$ cat src/rtl/slcfp_pkg.sv
// ----------------------------------------------------------------------------
// slcfp_pkg
// Types, constants and register codes shared by the frame parser modules.
// ----------------------------------------------------------------------------
package slcfp_pkg;

  localparam int unsigned DECODED_BYTES = 8;
  localparam int unsigned HEAD_IDX_W    = $clog2(DECODED_BYTES);
  localparam int unsigned LEN_W         = 6;
  localparam int unsigned CFG_IDX_W     = 3;
  localparam int unsigned TDATA_W       = 104;
  localparam int unsigned TUSER_W       = 3;

  localparam logic [7:0]       MAX_PAYLOAD   = 8'd32;
  localparam logic [7:0]       CHECKSUM_BASE = 8'd255;
  localparam logic [8:0]       SUM_MODULUS   = 9'd255;
  localparam logic [LEN_W-1:0] HEAD_LIMIT    = LEN_W'(DECODED_BYTES);

  localparam logic [CFG_IDX_W-1:0] REG_SYNC_FIRST    = 3'd0;
  localparam logic [CFG_IDX_W-1:0] REG_SYNC_SECOND   = 3'd1;
  localparam logic [CFG_IDX_W-1:0] REG_MAX_LENGTH    = 3'd2;
  localparam logic [CFG_IDX_W-1:0] REG_KEY_NODE      = 3'd3;
  localparam logic [CFG_IDX_W-1:0] REG_KEY_WARNING   = 3'd4;
  localparam logic [CFG_IDX_W-1:0] REG_KEY_TIME      = 3'd5;
  localparam logic [CFG_IDX_W-1:0] REG_NODE_LENGTH   = 3'd6;
  localparam logic [CFG_IDX_W-1:0] REG_WARNING_LENGTH = 3'd7;

  typedef enum logic [2:0] {
    PH_SYNC1,
    PH_SYNC2,
    PH_ADDH,
    PH_ADDL,
    PH_KEY,
    PH_LEN,
    PH_DATA,
    PH_CSUM
  } phase_t;

  typedef enum logic [1:0] {
    KIND_NODE,
    KIND_WARNING,
    KIND_TIME,
    KIND_OTHER
  } kind_t;

  typedef struct packed {
    logic [7:0]       sync_first;
    logic [7:0]       sync_second;
    logic [LEN_W-1:0] max_payload_length;
    logic [7:0]       key_node_data;
    logic [7:0]       key_warning;
    logic [7:0]       key_time_request;
    logic [LEN_W-1:0] node_data_length;
    logic [LEN_W-1:0] warning_length;
  } cfg_t;

  typedef struct packed {
    logic             checksum_ok;
    kind_t            frame_kind;
    logic [15:0]      src_addr;
    logic [7:0]       frame_key;
    logic [LEN_W-1:0] frame_length;
    logic [31:0]      timestamp;
    logic [7:0]       lamp_on_off;
    logic [7:0]       lamp_dimming;
    logic [15:0]      lamp_current;
    logic [7:0]       fault_code;
  } result_t;

endpackage

$ cat src/rtl/slcfp_parser.sv
// ----------------------------------------------------------------------------
// slcfp_parser
// Frame state machine: header capture, payload sum and frame decode.
// ----------------------------------------------------------------------------
module slcfp_parser (
  input  logic                         clk,
  input  logic                         rst,
  input  logic                         step,
  input  logic [7:0]                   rx_byte,
  input  slcfp_pkg::cfg_t              cfg,
  output logic                         res_valid,
  output slcfp_pkg::result_t           res
);

  slcfp_pkg::phase_t                phase, phase_next;
  logic [15:0]                      hdr_addr, hdr_addr_next;
  logic [7:0]                       hdr_key, hdr_key_next;
  logic [slcfp_pkg::LEN_W-1:0]      hdr_len, hdr_len_next;
  logic [slcfp_pkg::LEN_W-1:0]      rcv_cnt, rcv_cnt_next;
  logic [7:0]                       sum_mod, sum_mod_next;
  logic [7:0]                       head [slcfp_pkg::DECODED_BYTES];
  logic                             head_we;
  logic [8:0]                       sum_wide;
  logic [slcfp_pkg::LEN_W-1:0]      cnt_inc;
  slcfp_pkg::kind_t                 kind;

  always_ff @(posedge clk) begin
    if (rst) begin
      phase   <= slcfp_pkg::PH_SYNC1;
      hdr_addr <= '0;
      hdr_key <= '0;
      hdr_len <= '0;
      rcv_cnt <= '0;
      sum_mod <= '0;
    end else if (step) begin
      phase   <= phase_next;
      hdr_addr <= hdr_addr_next;
      hdr_key <= hdr_key_next;
      hdr_len <= hdr_len_next;
      rcv_cnt <= rcv_cnt_next;
      sum_mod <= sum_mod_next;
    end
  end

  always_ff @(posedge clk) begin
    if (step && head_we) begin
      head[rcv_cnt[slcfp_pkg::HEAD_IDX_W-1:0]] <= rx_byte;
    end
  end

  assign sum_wide = {1'b0, sum_mod} + {1'b0, rx_byte};
  assign cnt_inc  = rcv_cnt + 1'b1;

  always_comb begin
    phase_next    = phase;
    hdr_addr_next = hdr_addr;
    hdr_key_next  = hdr_key;
    hdr_len_next  = hdr_len;
    rcv_cnt_next  = rcv_cnt;
    sum_mod_next  = sum_mod;
    head_we       = 1'b0;
    res_valid     = 1'b0;
    unique case (phase)
      slcfp_pkg::PH_SYNC1: begin
        if (rx_byte == cfg.sync_first) phase_next = slcfp_pkg::PH_SYNC2;
      end
      slcfp_pkg::PH_SYNC2: begin
        phase_next = (rx_byte == cfg.sync_second) ? slcfp_pkg::PH_ADDH
                                                  : slcfp_pkg::PH_SYNC1;
      end
      slcfp_pkg::PH_ADDH: begin
        hdr_addr_next = {rx_byte, 8'h00};
        phase_next    = slcfp_pkg::PH_ADDL;
      end
      slcfp_pkg::PH_ADDL: begin
        hdr_addr_next = {hdr_addr[15:8], rx_byte};
        phase_next    = slcfp_pkg::PH_KEY;
      end
      slcfp_pkg::PH_KEY: begin
        hdr_key_next = rx_byte;
        if (rx_byte == cfg.key_node_data || rx_byte == cfg.key_warning ||
            rx_byte == cfg.key_time_request) begin
          phase_next = slcfp_pkg::PH_LEN;
        end else begin
          phase_next = slcfp_pkg::PH_SYNC1;
        end
      end
      slcfp_pkg::PH_LEN: begin
        sum_mod_next = '0;
        rcv_cnt_next = '0;
        if (rx_byte == 8'd0) begin
          hdr_len_next = '0;
          phase_next   = slcfp_pkg::PH_CSUM;
        end else if (rx_byte > {2'b00, cfg.max_payload_length} ||
                     rx_byte > slcfp_pkg::MAX_PAYLOAD) begin
          phase_next = slcfp_pkg::PH_SYNC1;
        end else begin
          hdr_len_next = rx_byte[slcfp_pkg::LEN_W-1:0];
          phase_next   = slcfp_pkg::PH_DATA;
        end
      end
      slcfp_pkg::PH_DATA: begin
        head_we      = (rcv_cnt < slcfp_pkg::HEAD_LIMIT);
        sum_mod_next = (sum_wide >= slcfp_pkg::SUM_MODULUS) ?
                       8'(sum_wide - slcfp_pkg::SUM_MODULUS) : sum_wide[7:0];
        rcv_cnt_next = cnt_inc;
        if (cnt_inc >= hdr_len) phase_next = slcfp_pkg::PH_CSUM;
      end
      slcfp_pkg::PH_CSUM: begin
        res_valid  = 1'b1;
        phase_next = slcfp_pkg::PH_SYNC1;
      end
      default: phase_next = slcfp_pkg::PH_SYNC1;
    endcase
  end

  always_comb begin
    kind = slcfp_pkg::KIND_OTHER;
    if (hdr_key == cfg.key_node_data) begin
      if (hdr_len == cfg.node_data_length) kind = slcfp_pkg::KIND_NODE;
    end else if (hdr_key == cfg.key_warning) begin
      if (hdr_len == cfg.warning_length) kind = slcfp_pkg::KIND_WARNING;
    end else if (hdr_key == cfg.key_time_request) begin
      kind = slcfp_pkg::KIND_TIME;
    end

    res                = '0;
    res.checksum_ok    = (rx_byte == (slcfp_pkg::CHECKSUM_BASE - sum_mod));
    res.frame_kind     = kind;
    res.src_addr       = hdr_addr;
    res.frame_key      = hdr_key;
    res.frame_length   = hdr_len;
    if (kind == slcfp_pkg::KIND_NODE || kind == slcfp_pkg::KIND_WARNING) begin
      res.timestamp = {head[3], head[2], head[1], head[0]};
    end
    if (kind == slcfp_pkg::KIND_NODE) begin
      res.lamp_on_off  = head[4];
      res.lamp_dimming = head[5];
      res.lamp_current = {head[7], head[6]};
    end
    if (kind == slcfp_pkg::KIND_WARNING) begin
      res.fault_code = head[4];
    end
  end

  a_sum_in_range: assert property (@(posedge clk) disable iff (rst)
    sum_mod != 8'hFF)
    else $error("payload sum left its modulo range");

  a_count_below_length: assert property (@(posedge clk) disable iff (rst)
    phase == slcfp_pkg::PH_DATA |-> rcv_cnt < hdr_len)
    else $error("payload count reached length while still in data phase");

  a_rehunt_after_csum: assert property (@(posedge clk) disable iff (rst)
    step && phase == slcfp_pkg::PH_CSUM |=> phase == slcfp_pkg::PH_SYNC1)
    else $error("parser did not return to hunting after the checksum byte");

  a_node_kind_length: assert property (@(posedge clk) disable iff (rst)
    res_valid && res.frame_kind == slcfp_pkg::KIND_NODE |->
      hdr_len == cfg.node_data_length && hdr_key == cfg.key_node_data)
    else $error("node report decoded with a mismatched key or length");

endmodule

$ cat src/rtl/sync_length_checksum_frame_parser_top.sv
// ----------------------------------------------------------------------------
// sync_length_checksum_frame_parser_top
// Byte stream frame parser with sync hunt, length check and checksum.
// ----------------------------------------------------------------------------
// Result path: a checksum byte is held in the input register, and its result
// word is loaded into the output register when the parser steps on it.
// Throughput: one byte per cycle while the output register is empty or being
// read; the parser step sits between the input register and the output register.
// Reset: rst clears the phase, header and sum state and loads the register
// defaults; the payload head bytes hold no reset value.
// ----------------------------------------------------------------------------
module sync_length_checksum_frame_parser_top (
  input  logic                              clk,
  input  logic                              rst,
  input  logic                              s_axis_tvalid,
  output logic                              s_axis_tready,
  input  logic [7:0]                        s_axis_tdata,  // rx_byte
  output logic                              m_axis_tvalid,
  input  logic                              m_axis_tready,
  // src_addr, frame_key, frame_length, timestamp, lamp_on_off,
  // lamp_dimming, lamp_current, fault_code, zero fill
  output logic [slcfp_pkg::TDATA_W-1:0]     m_axis_tdata,
  output logic [slcfp_pkg::TUSER_W-1:0]     m_axis_tuser,  // checksum_ok, frame_kind
  input  logic                              cfg_valid,
  output logic                              cfg_ready,
  input  logic [slcfp_pkg::CFG_IDX_W-1:0]   cfg_index,
  input  logic [7:0]                        cfg_data
);

  slcfp_pkg::cfg_t     cfg;
  slcfp_pkg::result_t  res;
  slcfp_pkg::result_t  out_res;
  logic                res_valid;
  logic                in_valid;
  logic [7:0]          in_byte;
  logic                advance;

  assign cfg_ready = 1'b1;

  always_ff @(posedge clk) begin
    if (rst) begin
      cfg.sync_first          <= 8'd0;
      cfg.sync_second         <= 8'd0;
      cfg.max_payload_length  <= 6'd32;
      cfg.key_node_data       <= 8'd0;
      cfg.key_warning         <= 8'd1;
      cfg.key_time_request    <= 8'd2;
      cfg.node_data_length    <= 6'd8;
      cfg.warning_length      <= 6'd5;
    end else if (cfg_valid) begin
      unique case (cfg_index)
        slcfp_pkg::REG_SYNC_FIRST:     cfg.sync_first          <= cfg_data;
        slcfp_pkg::REG_SYNC_SECOND:    cfg.sync_second         <= cfg_data;
        slcfp_pkg::REG_MAX_LENGTH:     cfg.max_payload_length  <= cfg_data[5:0];
        slcfp_pkg::REG_KEY_NODE:       cfg.key_node_data       <= cfg_data;
        slcfp_pkg::REG_KEY_WARNING:    cfg.key_warning         <= cfg_data;
        slcfp_pkg::REG_KEY_TIME:       cfg.key_time_request    <= cfg_data;
        slcfp_pkg::REG_NODE_LENGTH:    cfg.node_data_length    <= cfg_data[5:0];
        slcfp_pkg::REG_WARNING_LENGTH: cfg.warning_length      <= cfg_data[5:0];
        default: ;
      endcase
    end
  end

  assign advance       = in_valid && (!m_axis_tvalid || m_axis_tready);
  assign s_axis_tready = !in_valid || advance;

  always_ff @(posedge clk) begin
    if (rst) begin
      in_valid <= 1'b0;
    end else if (s_axis_tready) begin
      in_valid <= s_axis_tvalid;
    end
  end

  always_ff @(posedge clk) begin
    if (s_axis_tvalid && s_axis_tready) begin
      in_byte <= s_axis_tdata;
    end
  end

  slcfp_parser u_parser (
    .clk       (clk),
    .rst       (rst),
    .step      (advance),
    .rx_byte   (in_byte),
    .cfg       (cfg),
    .res_valid (res_valid),
    .res       (res)
  );

  always_ff @(posedge clk) begin
    if (rst) begin
      m_axis_tvalid <= 1'b0;
    end else if (advance && res_valid) begin
      m_axis_tvalid <= 1'b1;
    end else if (m_axis_tready) begin
      m_axis_tvalid <= 1'b0;
    end
  end

  always_ff @(posedge clk) begin
    if (advance && res_valid) begin
      out_res <= res;
    end
  end

  assign m_axis_tuser = {out_res.frame_kind, out_res.checksum_ok};
  assign m_axis_tdata = {2'b00,
                         out_res.fault_code,
                         out_res.lamp_current,
                         out_res.lamp_dimming,
                         out_res.lamp_on_off,
                         out_res.timestamp,
                         out_res.frame_length,
                         out_res.frame_key,
                         out_res.src_addr};

endmodule
$ cat config.mk
export PLATFORM = sky130hd
export DESIGN_NAME = sync_length_checksum_frame_parser_top
export DESIGN_NICKNAME = d
export VERILOG_FILES = /design/src/rtl/slcfp_pkg.sv /design/src/rtl/slcfp_parser.sv /design/src/rtl/sync_length_checksum_frame_parser_top.sv
export SDC_FILE = /design/constraint.sdc
export NUM_CORES = 1
export LEC_CHECK = 0
export ABC_AREA = 1
export BUFFER_PORTS_ARGS = -buffer_cell sky130_fd_sc_hd__buf_2
export CAP_MARGIN = 25
export CORE_MARGIN = 2
export CORE_UTILIZATION = 40
export CTS_CLUSTER_SIZE = 40
export DETAILED_ROUTE_END_ITERATION = 8
export GPL_TIMING_DRIVEN = 1
export RECOVER_POWER = 25
export SYNTH_ARGS = -nofsm -noshare
export SYNTH_HDL_FRONTEND = slang
export SYNTH_SLANG_ARGS = --single-unit
$ cat constraint.sdc
create_clock -name clk -period 8.9 [get_ports clk]
set_input_delay 1.78 -clock clk [delete_from_list [all_inputs] [get_ports clk]]
set_output_delay 1.78 -clock clk [all_outputs]
set_load 0.005 [all_outputs]
==> run_results.csv <==
group,metric,value,unit
run_status,status,"finished, final reports clean",
grt,grt_pass1_wl,43.8,mm
floorplan,core_area,0.0294,sq mm
floorplan,die_area,0.0310,sq mm
route,totalWireLength,27.6,mm
timing,slew_headroom,0.0787,
critical_path,crit_path_end,"s_axis_tready",
yosys,seq_area_frac_synth,0.629,
yosys,synth_mux_area_frac,0,
critical_path,cp-start-kind,"input pin",
clock_tree,cts_buffers,28,
critical_path,r2r_end,"u_parser.sum_mod[2]$_SDFFE_PP0P_",
clock_tree,cts_tree,"built",
yosys,synth_warnings,0,
run,maxCapViolations,0,
critical_path,crit_start,"m_axis_tready",
yosys,synthCells,1170,
yosys,syn_area_per_cell,10.1,sq um
critical_path,crit_required,7.12,ns
critical_path,cpMostUsedCell,"buf_2",
critical_path,cp.arrival,2.23,ns
critical_path,r2r_slack,5.47,ns
grt,grt_overflow,0,
floorplan,die_w,176,um
layout,diodes,0,
clock_tree,cts_resized,0,
yosys,yosysUniqueCellTypes,44,
power_and_ir_drop,totalPowerFinal,2.79,mW
timing,finClkSkew,0.0146,ns
route,vias_per_cell,4.82,
layout,nets,1357,
timing,finalCritPeriodShare,0.450,
timing,rsz0062_at_grt,"no",
route,avgRoutedWirePerCell,16.0,um
yosys,synthAdderAreaFrac,0.0249,
route,vias,8299,
yosys,synth_top_family_by_area,"simple AND/OR/NAND/NOR gates",
timing,tns,0,ns
critical_path,path_class,"input pin to primary output",
route,drc_errors,0,
critical_path,r2r-start,"in_byte[0]$_DFFE_PP_",
power_and_ir_drop,p_leak,5.65,nW
critical_path,cpMaxStageDelayCell,"buf_2",
timing,setup_violations,0,
clock_tree,path_clk_slew,0.06,ns
route,dr.pass1.iters,5,
clock_tree,clkLatencyLatePin,0.54,ns
placed_design,place_congestion,0.853,
yosys,yosysTopAreaCell,"edfxtp_1",
floorplan,die_y,176,um
power_and_ir_drop,vdd_drop_max,159,uV
timing,fin_hold_ws,0.428,ns
yosys,synth_compound_area_frac,0.0829,
yosys,syn_area,0.0118,sq mm
grt,grt_max_degree,86,
grt,antenna_found_initial,0,
clock_tree,htree_levels,1,
critical_path,ff2ff_path_depth,13,
layout,drive_gt1_frac,0.162,
floorplan,start_util,0.403,
floorplan,io_pins,134,
grt,grt_pass1_vias,7866,
clock_tree,clockRootBuffer,"clkbuf_16",
critical_path,cp-end-kind,"primary output",
critical_path,path_max_fanout,3,
power_and_ir_drop,powerDensity,201,mW/mm^2
yosys,synthSimpleGateAreaFrac,0.151,
timing,hold_viol,0,
timing,fmax,0.250,GHz
layout,final_util,0.472,
grt,grt_usage,0.179,
clock_tree,holdBufCountCts,0,
yosys,synth_top_area_share,0.449,
timing,finalMaxSlewViolations,0,
placed_design,port_buffers,130,
yosys,synth-xor-area-share,0.0392,
yosys,yosys-top-cells-area,"edfxtp_1 (45%), dfxtp_1 (18%), nor2_1 (6.1%), inv_1 (5.0%), nand2_1 (4.0%)",
critical_path,max_stage_delay,0.16,ns
critical_path,cp_cell_sequence,"buf_2 > inv_1 > nand3_1 > buf_2",
layout,area.sequential,0.00746,sq mm
clock_tree,post-cts-setup-buffer-count,0,
layout,syn_to_final_growth,17.3,%
floorplan,num_rows,63,
placed_design,hpwl,19.1,mm
yosys,synth-seq-cells,284,
worst_hold_path,hp-class,"flip-flop to flip-flop",
layout,multi_input_area,0.00355,sq mm
timing,worst_slew_pin_slew,1.38,ns
clock_tree,clock_sinks,284,
timing,period_needed,4.01,ns
route,drt_iter0_drc,671,
layout,fill_cells,2691,
route,ant_nets,0,
clock_tree,clk_path_buf_depth,3,
-- critical path, delay by kind of cell --
family                 cells  cell delay, ns
buffers and inverters      3            0.32
AND/OR/NAND/NOR            1            0.12
-- state kept, by name, summed over array words and instances (netlist names) --
name / count
u_parser.hdr_addr: 16
u_parser.rcv_cnt: 6
u_parser.head: 64
m_axis_tdata: 102
in_valid: 1
u_parser.sum_mod: 8
u_parser.hdr_key: 8
cfg: 58
u_parser.phase: 3
u_parser.hdr_len: 6
m_axis_tvalid: 1
m_axis_tuser: 3
in_byte: 8
-- cell families after synthesis --
logic type,count (synthesis)
AO/OA/AOI/OAI,181
XOR/XNOR,53
adder cells (fa/ha/maj),23
buffers and inverters,208
flip-flops,284
other,2
AND/OR/NAND/NOR,419
-- where the power goes --
group	internal, mW	switching, mW
combinational	0.0489	0.120
sequential	1.41	0.00958
clock	0.711	0.484
total	2.17	0.614
-- synthesized netlist by cell type (all sizes together) --
library cell and count:
a21oi 75, o211ai 2, o21a 1, o21ai 80
nor2 198, nand3 41, nor3 19, clkinv 3
nand2 133, conb 2, a221oi 2, dfxtp 107
ha 22, a31o 1, xor2 38, o2111ai 1
or2 4, xnor2 15, and2 1, o31ai 1
buf 18, nand3b 1, edfxtp 177, o21bai 1
nor4 3, inv 163, a211oi 12, clkbuf 24
fa 1, o22ai 5, nand4 19
-- layer usage --
metal | track usage | wire, um
met5 | 0 | 0
met4 | 0.0468 | 551
met3 | 0.0256 | 1660
met2 | 0.288 | 12500
met1 | 0.256 | 13000
-- stage by stage --
step / worst slack, ns / instance area, sq um / cells
6_report: 4.89 / 13900 / 1722
3_3_place_gp: 4.61 / 12900 / 1660
5_1_grt: 4.87 / 13900 / 1722
3_5_place_dp: 4.59 / 13000 / 1665
2_1_floorplan: 1.80 / 11900 / 1171
4_1_cts: 4.89 / 13900 / 1717
-- layout make-up --
type	instances	share of cell area
repair buffers	151	0.0601
inverters	166	0.0449
multi-input cells	679	0.256
clock inverters	17	0.0138
clock buffers	35	0.0539
flip-flops and latches	284	0.537
well taps	390	0.0351
-- cells in the final DEF, fill, tap and decap left out, types with 2 or more instances in the layout --
| cell | synthesis | routed |
|---|---|---|
| a211oi_1 | 12 | 12 |
| a21oi_1 | 73 | 73 |
| a21oi_2 | 2 | 2 |
| a221oi_1 | 2 | 2 |
| buf_16 | 0 | 3 |
| buf_2 | 11 | 130 |
| buf_4 | 3 | 4 |
| bufinv_16 | 0 | 4 |
| clkbuf_1 | 23 | 16 |
| clkbuf_16 | 0 | 29 |
| clkbuf_4 | 0 | 3 |
| clkinv_1 | 3 | 6 |
| clkinv_2 | 0 | 4 |
| clkinvlp_2 | 0 | 2 |
| clkinvlp_4 | 0 | 4 |
| conb_1 | 2 | 3 |
| dfxtp_1 | 107 | 107 |
| edfxtp_1 | 177 | 177 |
| ha_1 | 22 | 22 |
| inv_1 | 157 | 157 |
| inv_2 | 6 | 6 |
| nand2_1 | 127 | 127 |
| nand2_2 | 6 | 6 |
| nand3_1 | 36 | 36 |
| nand3_2 | 5 | 5 |
| nand4_1 | 19 | 19 |
| nor2_1 | 193 | 192 |
| nor2_2 | 5 | 5 |
| nor3_1 | 17 | 17 |
| nor4_1 | 2 | 2 |
| o211ai_1 | 2 | 2 |
| o21ai_0 | 75 | 75 |
| o21ai_1 | 5 | 5 |
| o22ai_1 | 5 | 5 |
| or2_2 | 3 | 3 |
| xnor2_1 | 15 | 15 |
| xor2_1 | 38 | 38 |
-- how the worst min path moves through the flow --
stage | startpoint | end | cells past startpoint
final | u_parser.hdr_addr[15]$_SDFFE_PP0P_ | m_axis_tdata[15]$_DFFE_PP_ | 0
after global routing | u_parser.hdr_addr[8]$_SDFFE_PP0P_ | m_axis_tdata[8]$_DFFE_PP_ | 0
after CTS | u_parser.hdr_addr[15]$_SDFFE_PP0P_ | m_axis_tdata[15]$_DFFE_PP_ | 0
after detailed placement | u_parser.hdr_addr[15]$_SDFFE_PP0P_ | m_axis_tdata[15]$_DFFE_PP_ | 0
after global placement | u_parser.hdr_addr[8]$_SDFFE_PP0P_ | m_axis_tdata[8]$_DFFE_PP_ | 0
after floorplan | u_parser.hdr_addr[10]$_SDFFE_PP0P_ | m_axis_tdata[10]$_DFFE_PP_ | 0
Power figures use the tool's default switching activity.
